<file path="src/hw/rtl/monotone_boolean_chain_learner_top_assert.svh">
// ----------------------------------------------------------------------------
// monotone boolean chain learner assertion macros
// shared concurrent assertion forms, clocked on clock and gated by reset
// ----------------------------------------------------------------------------
`ifndef MONOTONE_BOOLEAN_CHAIN_LEARNER_TOP_ASSERT_SVH
`define MONOTONE_BOOLEAN_CHAIN_LEARNER_TOP_ASSERT_SVH

// same-cycle implication
`define MBCL_ASSERT_NOW(label, ante, cons, msg) \
   label: assert property (@(posedge clock) disable iff (reset) (ante) |-> (cons)) \
      else $error(msg);

// next-cycle implication
`define MBCL_ASSERT_NEXT(label, ante, cons, msg) \
   label: assert property (@(posedge clock) disable iff (reset) (ante) |=> (cons)) \
      else $error(msg);

`endif

</file>
<file path="src/hw/rtl/mbcl_pkg.sv">
`timescale 1ns / 1ps
// ----------------------------------------------------------------------------
// mbcl_pkg
// shared types, command codes and the hansel chain query order table
// ----------------------------------------------------------------------------
package mbcl_pkg;

   localparam int DIMS     = 6;
   localparam int NV       = 1 << DIMS;
   localparam int CMD_W    = 2;
   localparam int VECTOR_W = 6;

   typedef logic [DIMS-1:0]     vec_type;
   typedef logic [VECTOR_W-1:0] field_vec_type;
   typedef vec_type [NV-1:0]    ask_order_type;
   typedef int                  chain_arr_type [NV+2];

   typedef enum logic [CMD_W-1:0] {
      CMD_CLEAR  = 2'd0,
      CMD_NEXT   = 2'd1,
      CMD_ANSWER = 2'd2,
      CMD_READ   = 2'd3
   } cmd_type;

   typedef enum logic [3:0] {
      ST_IDLE    = 4'b0001,
      ST_APPLY   = 4'b0010,
      ST_SWEEP   = 4'b0100,
      ST_DELIVER = 4'b1000
   } ctrl_state_type;

   // travels down the cell row, one cell per clock
   typedef struct packed {
      logic    active;
      logic    found;
      vec_type vector;
      logic    known;
      logic    value;
      logic    all_known;
   } probe_type;

   // broadcast from the controller to every cell
   typedef struct packed {
      logic    clear;
      logic    apply;
      logic    answer;
      vec_type pending_vector;
      logic    find_unknown;
      logic    match_read;
      vec_type read_vector;
   } cell_ctrl_type;

   function automatic logic chain_less(chain_arr_type el, chain_arr_type st,
                                       chain_arr_type ln, int a, int b);
      logic result;
      logic decided;
      int   i;
      result  = 1'b0;
      decided = 1'b0;
      if (ln[a] != ln[b]) begin
         result  = (ln[a] < ln[b]);
         decided = 1'b1;
      end
      for (i = 0; i < NV; i++) begin
         if (!decided && (i < ln[a])) begin
            if (el[st[a] + i] != el[st[b] + i]) begin
               result  = (el[st[a] + i] < el[st[b] + i]);
               decided = 1'b1;
            end
         end
      end
      return result;
   endfunction

   // recursive chain construction, then sort by length and elements
   function automatic ask_order_type build_ask_order();
      chain_arr_type ce;
      chain_arr_type cs;
      chain_arr_type cl;
      chain_arr_type ne;
      chain_arr_type ns;
      chain_arr_type nl;
      chain_arr_type idx;
      ask_order_type order;
      int            nc;
      int            nn;
      int            pos;
      int            bit_val;
      int            i;
      int            k;
      int            m;
      int            j;
      int            v;
      int            n;
      logic          done;
      order = '0;
      for (i = 0; i < NV + 2; i++) begin
         ce[i]  = 0;
         cs[i]  = 0;
         cl[i]  = 0;
         ne[i]  = 0;
         ns[i]  = 0;
         nl[i]  = 0;
         idx[i] = 0;
      end
      ce[0] = 0;
      ce[1] = 1;
      cs[0] = 0;
      cl[0] = 2;
      nc    = 1;
      for (i = 1; i < DIMS; i++) begin
         bit_val = 1 << i;
         nn      = 0;
         pos     = 0;
         for (k = 0; k < nc; k++) begin
            ns[nn] = pos;
            for (m = 0; m < cl[k]; m++) begin
               ne[pos] = ce[cs[k] + m];
               pos++;
            end
            ne[pos] = ce[cs[k] + cl[k] - 1] | bit_val;
            pos++;
            nl[nn] = cl[k] + 1;
            nn++;
         end
         for (k = 0; k < nc; k++) begin
            if (cl[k] >= 2) begin
               ns[nn] = pos;
               for (m = 0; m < cl[k] - 1; m++) begin
                  ne[pos] = ce[cs[k] + m] | bit_val;
                  pos++;
               end
               nl[nn] = cl[k] - 1;
               nn++;
            end
         end
         ce = ne;
         cs = ns;
         cl = nl;
         nc = nn;
      end
      for (k = 0; k < nc; k++) begin
         v    = k;
         j    = k;
         done = 1'b0;
         while (!done) begin
            if ((j > 0) && chain_less(ce, cs, cl, v, idx[j - 1])) begin
               idx[j] = idx[j - 1];
               j--;
            end else begin
               done = 1'b1;
            end
         end
         idx[j] = v;
      end
      n = 0;
      for (k = 0; k < nc; k++) begin
         for (m = 0; m < cl[idx[k]]; m++) begin
            if (n < NV) begin
               order[n] = vec_type'(ce[cs[idx[k]] + m]);
               n++;
            end
         end
      end
      return order;
   endfunction

   localparam ask_order_type ASK_ORDER = build_ask_order();

endpackage

</file>
<file path="src/hw/rtl/mbcl_cell.sv">
`timescale 1ns / 1ps
// ----------------------------------------------------------------------------
// mbcl_cell
// one vector of the cube: known and value bits, monotone update, probe stage
// ----------------------------------------------------------------------------
`include "monotone_boolean_chain_learner_top_assert.svh"

module mbcl_cell (
   input  logic                    clock,
   input  logic                    reset,
   input  mbcl_pkg::vec_type       cell_vector,
   input  mbcl_pkg::cell_ctrl_type cell_ctrl,
   input  mbcl_pkg::probe_type     prev_probe,
   output mbcl_pkg::probe_type     next_probe
);

   logic                known_ff;
   logic                value_ff;
   logic                covered;
   logic                match;
   mbcl_pkg::probe_type probe_ff;
   mbcl_pkg::probe_type probe_in;

   // above the pending vector for a true answer, below it for a false one
   assign covered = cell_ctrl.answer
                    ? ((cell_ctrl.pending_vector & ~cell_vector) == '0)
                    : ((cell_vector & ~cell_ctrl.pending_vector) == '0);

   always_ff @(posedge clock) begin
      if (reset) begin
         known_ff <= 1'b0;
         value_ff <= 1'b0;
      end else if (cell_ctrl.clear) begin
         known_ff <= 1'b0;
         value_ff <= 1'b0;
      end else if (cell_ctrl.apply && covered) begin
         known_ff <= 1'b1;
         value_ff <= cell_ctrl.answer;
      end
   end

   assign match = (cell_ctrl.find_unknown && !known_ff) ||
                  (cell_ctrl.match_read && (cell_vector == cell_ctrl.read_vector));

   always_comb begin
      probe_in           = prev_probe;
      probe_in.all_known = prev_probe.all_known & known_ff;
      if (prev_probe.active && !prev_probe.found && match) begin
         probe_in.found  = 1'b1;
         probe_in.vector = cell_vector;
         probe_in.known  = known_ff;
         probe_in.value  = value_ff;
      end
   end

   always_ff @(posedge clock) begin
      if (reset) begin
         probe_ff <= '0;
      end else begin
         probe_ff <= probe_in;
      end
   end

   assign next_probe = probe_ff;

   `MBCL_ASSERT_NEXT(a_answer_marks_pending,
      cell_ctrl.apply && (cell_ctrl.pending_vector == cell_vector),
      known_ff && (value_ff == $past(cell_ctrl.answer)),
      "answered vector not settled to the answer")
   `MBCL_ASSERT_NOW(a_no_update_mid_sweep,
      prev_probe.active,
      !cell_ctrl.apply && !cell_ctrl.clear,
      "cell state changed while a probe is in flight")
   `MBCL_ASSERT_NEXT(a_clear_forgets,
      cell_ctrl.clear,
      !known_ff && !value_ff,
      "cell still settled after a clear")

endmodule

</file>
<file path="src/hw/rtl/mbcl_ctrl.sv">
`timescale 1ns / 1ps
// ----------------------------------------------------------------------------
// mbcl_ctrl
// command sequencer: word intake, cell broadcast, probe launch and result
// ----------------------------------------------------------------------------
`include "monotone_boolean_chain_learner_top_assert.svh"

module mbcl_ctrl (
   input  logic                          clock,
   input  logic                          reset,
   input  logic                          req_valid,
   output logic                          req_stall,
   input  logic [mbcl_pkg::CMD_W-1:0]    req_command,
   input  logic                          req_answer_bit,
   input  logic [mbcl_pkg::VECTOR_W-1:0] req_read_vector,
   output logic                          rsp_valid,
   input  logic                          rsp_stall,
   output logic [mbcl_pkg::VECTOR_W-1:0] rsp_query_vector,
   output logic                          rsp_query_valid,
   output logic                          rsp_all_resolved,
   output logic                          rsp_vector_known,
   output logic                          rsp_vector_value,
   output mbcl_pkg::cell_ctrl_type       cell_ctrl,
   output mbcl_pkg::probe_type           head_probe,
   input  mbcl_pkg::probe_type           tail_probe
);

   mbcl_pkg::ctrl_state_type state_ff;
   mbcl_pkg::ctrl_state_type state_in;
   mbcl_pkg::cmd_type        cmd_ff;
   logic                     answer_ff;
   mbcl_pkg::vec_type        read_vector_ff;
   logic                     pending_valid_ff;
   mbcl_pkg::vec_type        pending_vector_ff;
   logic                     launch_ff;
   logic                     req_accept;
   logic                     rsp_free;
   logic                     capture;
   mbcl_pkg::field_vec_type  res_query_vector_ff;
   logic                     res_query_valid_ff;
   logic                     res_all_resolved_ff;
   logic                     res_vector_known_ff;
   logic                     res_vector_value_ff;
   logic                     rsp_valid_ff;
   mbcl_pkg::field_vec_type  rsp_query_vector_ff;
   logic                     rsp_query_valid_ff;
   logic                     rsp_all_resolved_ff;
   logic                     rsp_vector_known_ff;
   logic                     rsp_vector_value_ff;

   assign req_stall  = (state_ff != mbcl_pkg::ST_IDLE);
   assign req_accept = req_valid && !req_stall;
   assign rsp_free   = !rsp_valid_ff || !rsp_stall;
   assign capture    = (state_ff == mbcl_pkg::ST_SWEEP) && tail_probe.active;

   always_comb begin
      state_in = state_ff;
      case (state_ff)
         mbcl_pkg::ST_IDLE: begin
            if (req_accept) state_in = mbcl_pkg::ST_APPLY;
         end
         mbcl_pkg::ST_APPLY: begin
            state_in = mbcl_pkg::ST_SWEEP;
         end
         mbcl_pkg::ST_SWEEP: begin
            if (tail_probe.active) state_in = mbcl_pkg::ST_DELIVER;
         end
         mbcl_pkg::ST_DELIVER: begin
            if (rsp_free) state_in = mbcl_pkg::ST_IDLE;
         end
         default: begin
            state_in = mbcl_pkg::ST_IDLE;
         end
      endcase
   end

   always_ff @(posedge clock) begin
      if (reset) begin
         state_ff  <= mbcl_pkg::ST_IDLE;
         launch_ff <= 1'b0;
      end else begin
         state_ff  <= state_in;
         launch_ff <= (state_ff == mbcl_pkg::ST_APPLY);
      end
   end

   always_ff @(posedge clock) begin
      if (req_accept) begin
         cmd_ff         <= mbcl_pkg::cmd_type'(req_command);
         answer_ff      <= req_answer_bit;
         read_vector_ff <= mbcl_pkg::vec_type'(req_read_vector);
      end
   end

   // pending query
   always_ff @(posedge clock) begin
      if (reset) begin
         pending_valid_ff  <= 1'b0;
         pending_vector_ff <= '0;
      end else if (state_ff == mbcl_pkg::ST_APPLY) begin
         if ((cmd_ff == mbcl_pkg::CMD_CLEAR) || (cmd_ff == mbcl_pkg::CMD_ANSWER)) begin
            pending_valid_ff <= 1'b0;
         end
      end else if (capture && (cmd_ff == mbcl_pkg::CMD_NEXT)) begin
         pending_valid_ff <= tail_probe.found;
         if (tail_probe.found) pending_vector_ff <= tail_probe.vector;
      end
   end

   always_comb begin
      cell_ctrl.clear          = (state_ff == mbcl_pkg::ST_APPLY) &&
                                 (cmd_ff == mbcl_pkg::CMD_CLEAR);
      cell_ctrl.apply          = (state_ff == mbcl_pkg::ST_APPLY) &&
                                 (cmd_ff == mbcl_pkg::CMD_ANSWER) && pending_valid_ff;
      cell_ctrl.answer         = answer_ff;
      cell_ctrl.pending_vector = pending_vector_ff;
      cell_ctrl.find_unknown   = (cmd_ff == mbcl_pkg::CMD_NEXT);
      cell_ctrl.match_read     = (cmd_ff == mbcl_pkg::CMD_READ);
      cell_ctrl.read_vector    = read_vector_ff;
   end

   assign head_probe = '{active: launch_ff, found: 1'b0, vector: '0, known: 1'b0,
                         value: 1'b0, all_known: 1'b1};

   // result of the sweep
   always_ff @(posedge clock) begin
      if (capture) begin
         res_query_valid_ff  <= (cmd_ff == mbcl_pkg::CMD_NEXT) && tail_probe.found;
         res_query_vector_ff <= ((cmd_ff == mbcl_pkg::CMD_NEXT) && tail_probe.found)
                                ? mbcl_pkg::field_vec_type'(tail_probe.vector) : '0;
         res_all_resolved_ff <= tail_probe.all_known;
         res_vector_known_ff <= (cmd_ff == mbcl_pkg::CMD_READ) && tail_probe.found &&
                                tail_probe.known;
         res_vector_value_ff <= (cmd_ff == mbcl_pkg::CMD_READ) && tail_probe.found &&
                                tail_probe.known && tail_probe.value;
      end
   end

   // output word register
   always_ff @(posedge clock) begin
      if (reset) begin
         rsp_valid_ff <= 1'b0;
      end else if ((state_ff == mbcl_pkg::ST_DELIVER) && rsp_free) begin
         rsp_valid_ff <= 1'b1;
      end else if (!rsp_stall) begin
         rsp_valid_ff <= 1'b0;
      end
   end

   always_ff @(posedge clock) begin
      if ((state_ff == mbcl_pkg::ST_DELIVER) && rsp_free) begin
         rsp_query_vector_ff <= res_query_vector_ff;
         rsp_query_valid_ff  <= res_query_valid_ff;
         rsp_all_resolved_ff <= res_all_resolved_ff;
         rsp_vector_known_ff <= res_vector_known_ff;
         rsp_vector_value_ff <= res_vector_value_ff;
      end
   end

   assign rsp_valid        = rsp_valid_ff;
   assign rsp_query_vector = rsp_query_vector_ff;
   assign rsp_query_valid  = rsp_query_valid_ff;
   assign rsp_all_resolved = rsp_all_resolved_ff;
   assign rsp_vector_known = rsp_vector_known_ff;
   assign rsp_vector_value = rsp_vector_value_ff;

   `MBCL_ASSERT_NOW(a_probe_only_in_sweep,
      tail_probe.active,
      state_ff == mbcl_pkg::ST_SWEEP,
      "probe left the chain outside a sweep")
   `MBCL_ASSERT_NOW(a_query_means_unresolved,
      rsp_valid_ff && rsp_query_valid_ff,
      !rsp_all_resolved_ff,
      "query offered while everything is resolved")
   `MBCL_ASSERT_NOW(a_value_needs_known,
      rsp_valid_ff && rsp_vector_value_ff,
      rsp_vector_known_ff,
      "read value given for an unsettled vector")
   `MBCL_ASSERT_NEXT(a_answer_drops_pending,
      cell_ctrl.apply,
      !pending_valid_ff,
      "pending query kept after an answer")

endmodule

</file>
<file path="src/hw/rtl/monotone_boolean_chain_learner_top.sv">
`timescale 1ns / 1ps
// ----------------------------------------------------------------------------
// monotone_boolean_chain_learner_top
// hansel chain learner of a monotone boolean function over a row of cells
// ----------------------------------------------------------------------------
// Every word goes through the same path: an APPLY state applies a clear or an
// answer to all cells at once, then a probe walks the row of 2^DIMS cells (64)
// in query order, one cell per clock, collecting the first unknown vector, the
// read vector's bits and whether every vector is settled. The result word is
// registered once the probe leaves the row, and a new request is taken only after
// the previous one has reached its DELIVER state and its result has moved to the
// output word register. A finished result may wait under rsp_stall while the next
// request is taken.
module monotone_boolean_chain_learner_top (
   input  logic                          clock,
   input  logic                          reset,
   input  logic                          req_valid,
   output logic                          req_stall,
   input  logic [mbcl_pkg::CMD_W-1:0]    req_command,
   input  logic                          req_answer_bit,
   input  logic [mbcl_pkg::VECTOR_W-1:0] req_read_vector,
   output logic                          rsp_valid,
   input  logic                          rsp_stall,
   output logic [mbcl_pkg::VECTOR_W-1:0] rsp_query_vector,
   output logic                          rsp_query_valid,
   output logic                          rsp_all_resolved,
   output logic                          rsp_vector_known,
   output logic                          rsp_vector_value
);

   mbcl_pkg::cell_ctrl_type cell_ctrl;
   mbcl_pkg::probe_type     chain_probe [mbcl_pkg::NV+1];

   mbcl_ctrl u_ctrl (
      .clock            (clock),
      .reset            (reset),
      .req_valid        (req_valid),
      .req_stall        (req_stall),
      .req_command      (req_command),
      .req_answer_bit   (req_answer_bit),
      .req_read_vector  (req_read_vector),
      .rsp_valid        (rsp_valid),
      .rsp_stall        (rsp_stall),
      .rsp_query_vector (rsp_query_vector),
      .rsp_query_valid  (rsp_query_valid),
      .rsp_all_resolved (rsp_all_resolved),
      .rsp_vector_known (rsp_vector_known),
      .rsp_vector_value (rsp_vector_value),
      .cell_ctrl        (cell_ctrl),
      .head_probe       (chain_probe[0]),
      .tail_probe       (chain_probe[mbcl_pkg::NV])
   );

   // cells sit in query order
   for (genvar g = 0; g < mbcl_pkg::NV; g++) begin : g_cell
      mbcl_cell u_cell (
         .clock       (clock),
         .reset       (reset),
         .cell_vector (mbcl_pkg::ASK_ORDER[g]),
         .cell_ctrl   (cell_ctrl),
         .prev_probe  (chain_probe[g]),
         .next_probe  (chain_probe[g+1])
      );
   end

endmodule

</file>
<file path="config.mk">
export PLATFORM = sky130hd
export DESIGN_NAME = monotone_boolean_chain_learner_top
export DESIGN_NICKNAME = d
export VERILOG_FILES = /design/src/hw/rtl/mbcl_pkg.sv /design/src/hw/rtl/mbcl_cell.sv /design/src/hw/rtl/mbcl_ctrl.sv /design/src/hw/rtl/monotone_boolean_chain_learner_top.sv
export VERILOG_INCLUDE_DIRS = /design/src /design/src/hw/rtl
export SDC_FILE = /design/constraint.sdc
export NUM_CORES = 1
export LEC_CHECK = 0
export ABC_AREA = 1
export BUFFER_PORTS_ARGS = -buffer_cell sky130_fd_sc_hd__buf_2
export CAP_MARGIN = 20
export CORE_MARGIN = 2
export CORE_UTILIZATION = 55
export DETAILED_ROUTE_END_ITERATION = 10
export PLACE_DENSITY = 0.68
export SLEW_MARGIN = 30
export SYNTH_ARGS = -nofsm -noshare
export SYNTH_HDL_FRONTEND = slang
export SYNTH_SLANG_ARGS = --single-unit
</file>
<file path="constraint.sdc">
create_clock -name clock -period 2.2 [get_ports clock]
set_input_delay 0.66 -clock clock [delete_from_list [all_inputs] [get_ports clock]]
set_output_delay 0.66 -clock clock [all_outputs]
set_load 0.01 [all_outputs]
</file>
==> impl_results.md <==
- Number of synthesized register bits: 848
- H-tree levels: 3
- # IOs: 25
- Antenna Cells: 0
- Die H: 233.2 um
- Metal2 WL: 29520 um
- # Post-CTS Setup Buffers: 0
- Nets@finish: 3635
- Number of synthesized flops with an enable pin: 29
- Mux cell area share after synthesis: 0%
- Row count: 83
- DR DRC count: 0
- Max_slew headroom: 47.74%
- Status: completed
- Starting Density: 55.97%
- Met1 Wirelength: 28180 um
- GRT Util Overall: 23.42%
- Vias in the first global route: 21210
- Post-synthesis async set-or-reset flop share: 0%
- Max-cap violations: 0
- # hold bufs at CTS: 0
- CTS max path bufs: 3
- Fin crit period: 2.106 ns
- Global-route wire length before repair: 103300 um
- YS warnings: 0
- Synth Instances: 3580
- Synth Flop Type: dfxtp_1
- Critical Path RT: 1.54 ns
- Slew @ Worst Pin: 0.7840 ns
- CP max FO: 4
- Via density: 4.985
- Synth Area in XOR/XNOR: 0%
- Resized cells post-CTS: 1
- Final WL: 62520 um
- Endpoint class of the critical path: primary output
- Leak Pwr: 0.01227 uW
- Root buffer cell: clkbuf_16
- Critical Path Start Type: flop
- Share of layout cells above drive strength 1: 7.344%
- Max VDD drop: 0.0007723 V
- Post-DRT Antenna Nets: 0
- Arrival time worst endpoint: 1.45 ns
- Area Overhead vs Synth: 13.53%
- Die width: 233.2 um
- Detail Placement HPWL: 41740 um
- Clk sinks: 848
- CTS tree: built
- FMAX: 0.4748 GHz
- Met3 WL: 2588 um
- Largest net degree at the start of global routing: 167
- Unique masters post-synth: 31
- Pwr dens: 957.3 nW/um^2
- Worst skew pair latency: 0.64 ns
- Core area: 51610 sq um
- Iteration-0 DRC count of the detailed router: 1284
- Gp weighted congestion: 0.9595
- # port buffers: 24
- Post-Synth Simple-Gate Area: 19.97%
- Compound-Gate Fraction of Synth Area: 10.47%
- Vias: 21790
- Worst Hold Class: in -> reg
- Syn avg cell area: 8.070 sq um
- Main combinational cell family by area after synthesis: simple AND/OR/NAND/NOR gates
- Crit path kind: reg -> out
- Setup TNS: 0 ns
- Post-synthesis sequential area ratio: 59.77%
- Initial DRT Pass Iterations: 8
- Layout Utilization: 63.54%
- Hold Fails Final Rpt: 0
- Adder-cell share of the synthesized area: 0%
- Initial antenna violation count: 0
- Layout Skew: 0.02196 ns
- Max Slew Vio Count: 0
- Unrepaired setup endpoints after global routing: no
- Inserted Clock Buffers: 82
- Clock transition at path regs: 0.06 ns
- Period utilization: 95.73%
- Die ar.: 54380 sq um
- Highest routed layer: met4
- Global route overflow: 0
- Synthesized cell area: 28890 sq um
- Mapped Nets: 3593
- Drt wl/cell: 14.31 um
- Final setup fails: 0
[critical path: stages, from the launching register on]
cell     delay [ns]
dfxtp_1        0.35
nor2_4         0.16
nand3_2        0.13
buf_2          0.17
[where the power goes]
part	switching [uW]	internal, uW
sequential	20.9	15500
clock	5930	8920
combinational	817	251
[cell usage after synthesis (3+ instances only)]
master | instances | share of area, %
nand2_1 | 602 | 7.8
clkbuf_1 | 60 | 0.78
inv_2 | 3 | 0.039
buf_2 | 29 | 0.50
nor2_1 | 593 | 7.7
buf_4 | 10 | 0.26
a21oi_1 | 493 | 8.5
inv_1 | 609 | 7.9
edfxtp_1 | 29 | 3.0
nor3_1 | 12 | 0.21
dfxtp_1 | 819 | 57
o21ai_2 | 40 | 1.2
o21ai_0 | 15 | 0.26
nand3b_1 | 18 | 0.47
nand3_1 | 183 | 3.2
nand2_2 | 4 | 0.087
buf_1 | 17 | 0.22
nand4_1 | 13 | 0.28
o21ai_1 | 16 | 0.28
[layer usage]
layer	track usage [%]	vias to the layer above
met5	0	-
met4	8.519	0
met3	4.236	129
met2	39.98	371
met1	29.62	10180
li1	-	11110
[metrics by stage]
step                instance area (sq um)  cells  total power [uW]  hold WS [ns]  setup slack (ns)
finish                              32800   4370             31390        0.2004           0.09393
global route                        32800   4370             32350        0.1880           0.01356
CTS                                 32790   4370             31620        0.1823           0.03677
detailed placement                  29880   4218             16860        0.3966           0.07419
global placement                    29880   4218             16840        0.3913            0.1003
floorplan                           28890   3580             16510        0.3855            0.5481
[worst paths after layout]
check / cells after the start / slack (ns) / to / start
max: 3 / 0.09 / req_stall / u_ctrl.state_ff[2]
min: 1 / 0.20 / u_ctrl.cmd_ff[0] / req_command[0]
max reg2reg: 7 / 0.15 / g_cell[51].u_cell.next_probe[1] / u_ctrl.cmd_ff[0]
min reg2reg: 2 / 0.40 / g_cell[23].u_cell.next_probe[3] / g_cell[22].u_cell.next_probe[3]
[area by class of cell]
type                       count  area, sq um
clock buffer                 114         2386
clock inverter                38        518.0
fill                        4368        18820
inverter                     613         2307
multi-input combinational   2001         8822
sequential                   848        17270
tap                          680        850.8
timing repair buffer          76        645.6
[logic make-up (layout without fill, tap and decap cells)]
logic type | after synthesis | in the layout
AND/OR/NAND/NOR | 1431 | 1431
flip-flops | 848 | 848
buffers and inverters | 731 | 841
AO/OA/AOI/OAI | 570 | 570
[flip-flops by register name (all words and copies together), names as in the netlist, 2 cells and up]
register,count
g_cell.u_cell.next_probe,678
g_cell.u_cell.known_ff,64
g_cell.u_cell.value_ff,64
u_ctrl.pending_vector_ff,6
u_ctrl.read_vector_ff,6
u_ctrl.res_query_vector_ff,6
u_ctrl.rsp_query_vector,6
u_ctrl.state_ff,4
u_ctrl.cmd_ff,2
[cell usage in the layout, fill, tap and decap left out, types with 4 or more instances in the layout]
| cell type | instances |
|---|---|
| nand3_1 | 182 |
| nand2_2 | 4 |
| o21ai_1 | 17 |
| nor3_1 | 12 |
| buf_4 | 42 |
| buf_2 | 23 |
| dfxtp_1 | 819 |
| bufinv_16 | 11 |
| clkbuf_1 | 14 |
| nand4_1 | 13 |
| inv_1 | 609 |
| nand2_1 | 602 |
| o21ai_0 | 12 |
| a21oi_1 | 493 |
| buf_12 | 10 |
| nor2_1 | 592 |
| clkbuf_8 | 15 |
| clkbuf_16 | 85 |
| edfxtp_1 | 29 |
| o21ai_2 | 41 |
| clkinv_2 | 19 |
| nand3b_1 | 18 |
No activity file was read; power rests on OpenSTA's default activity.
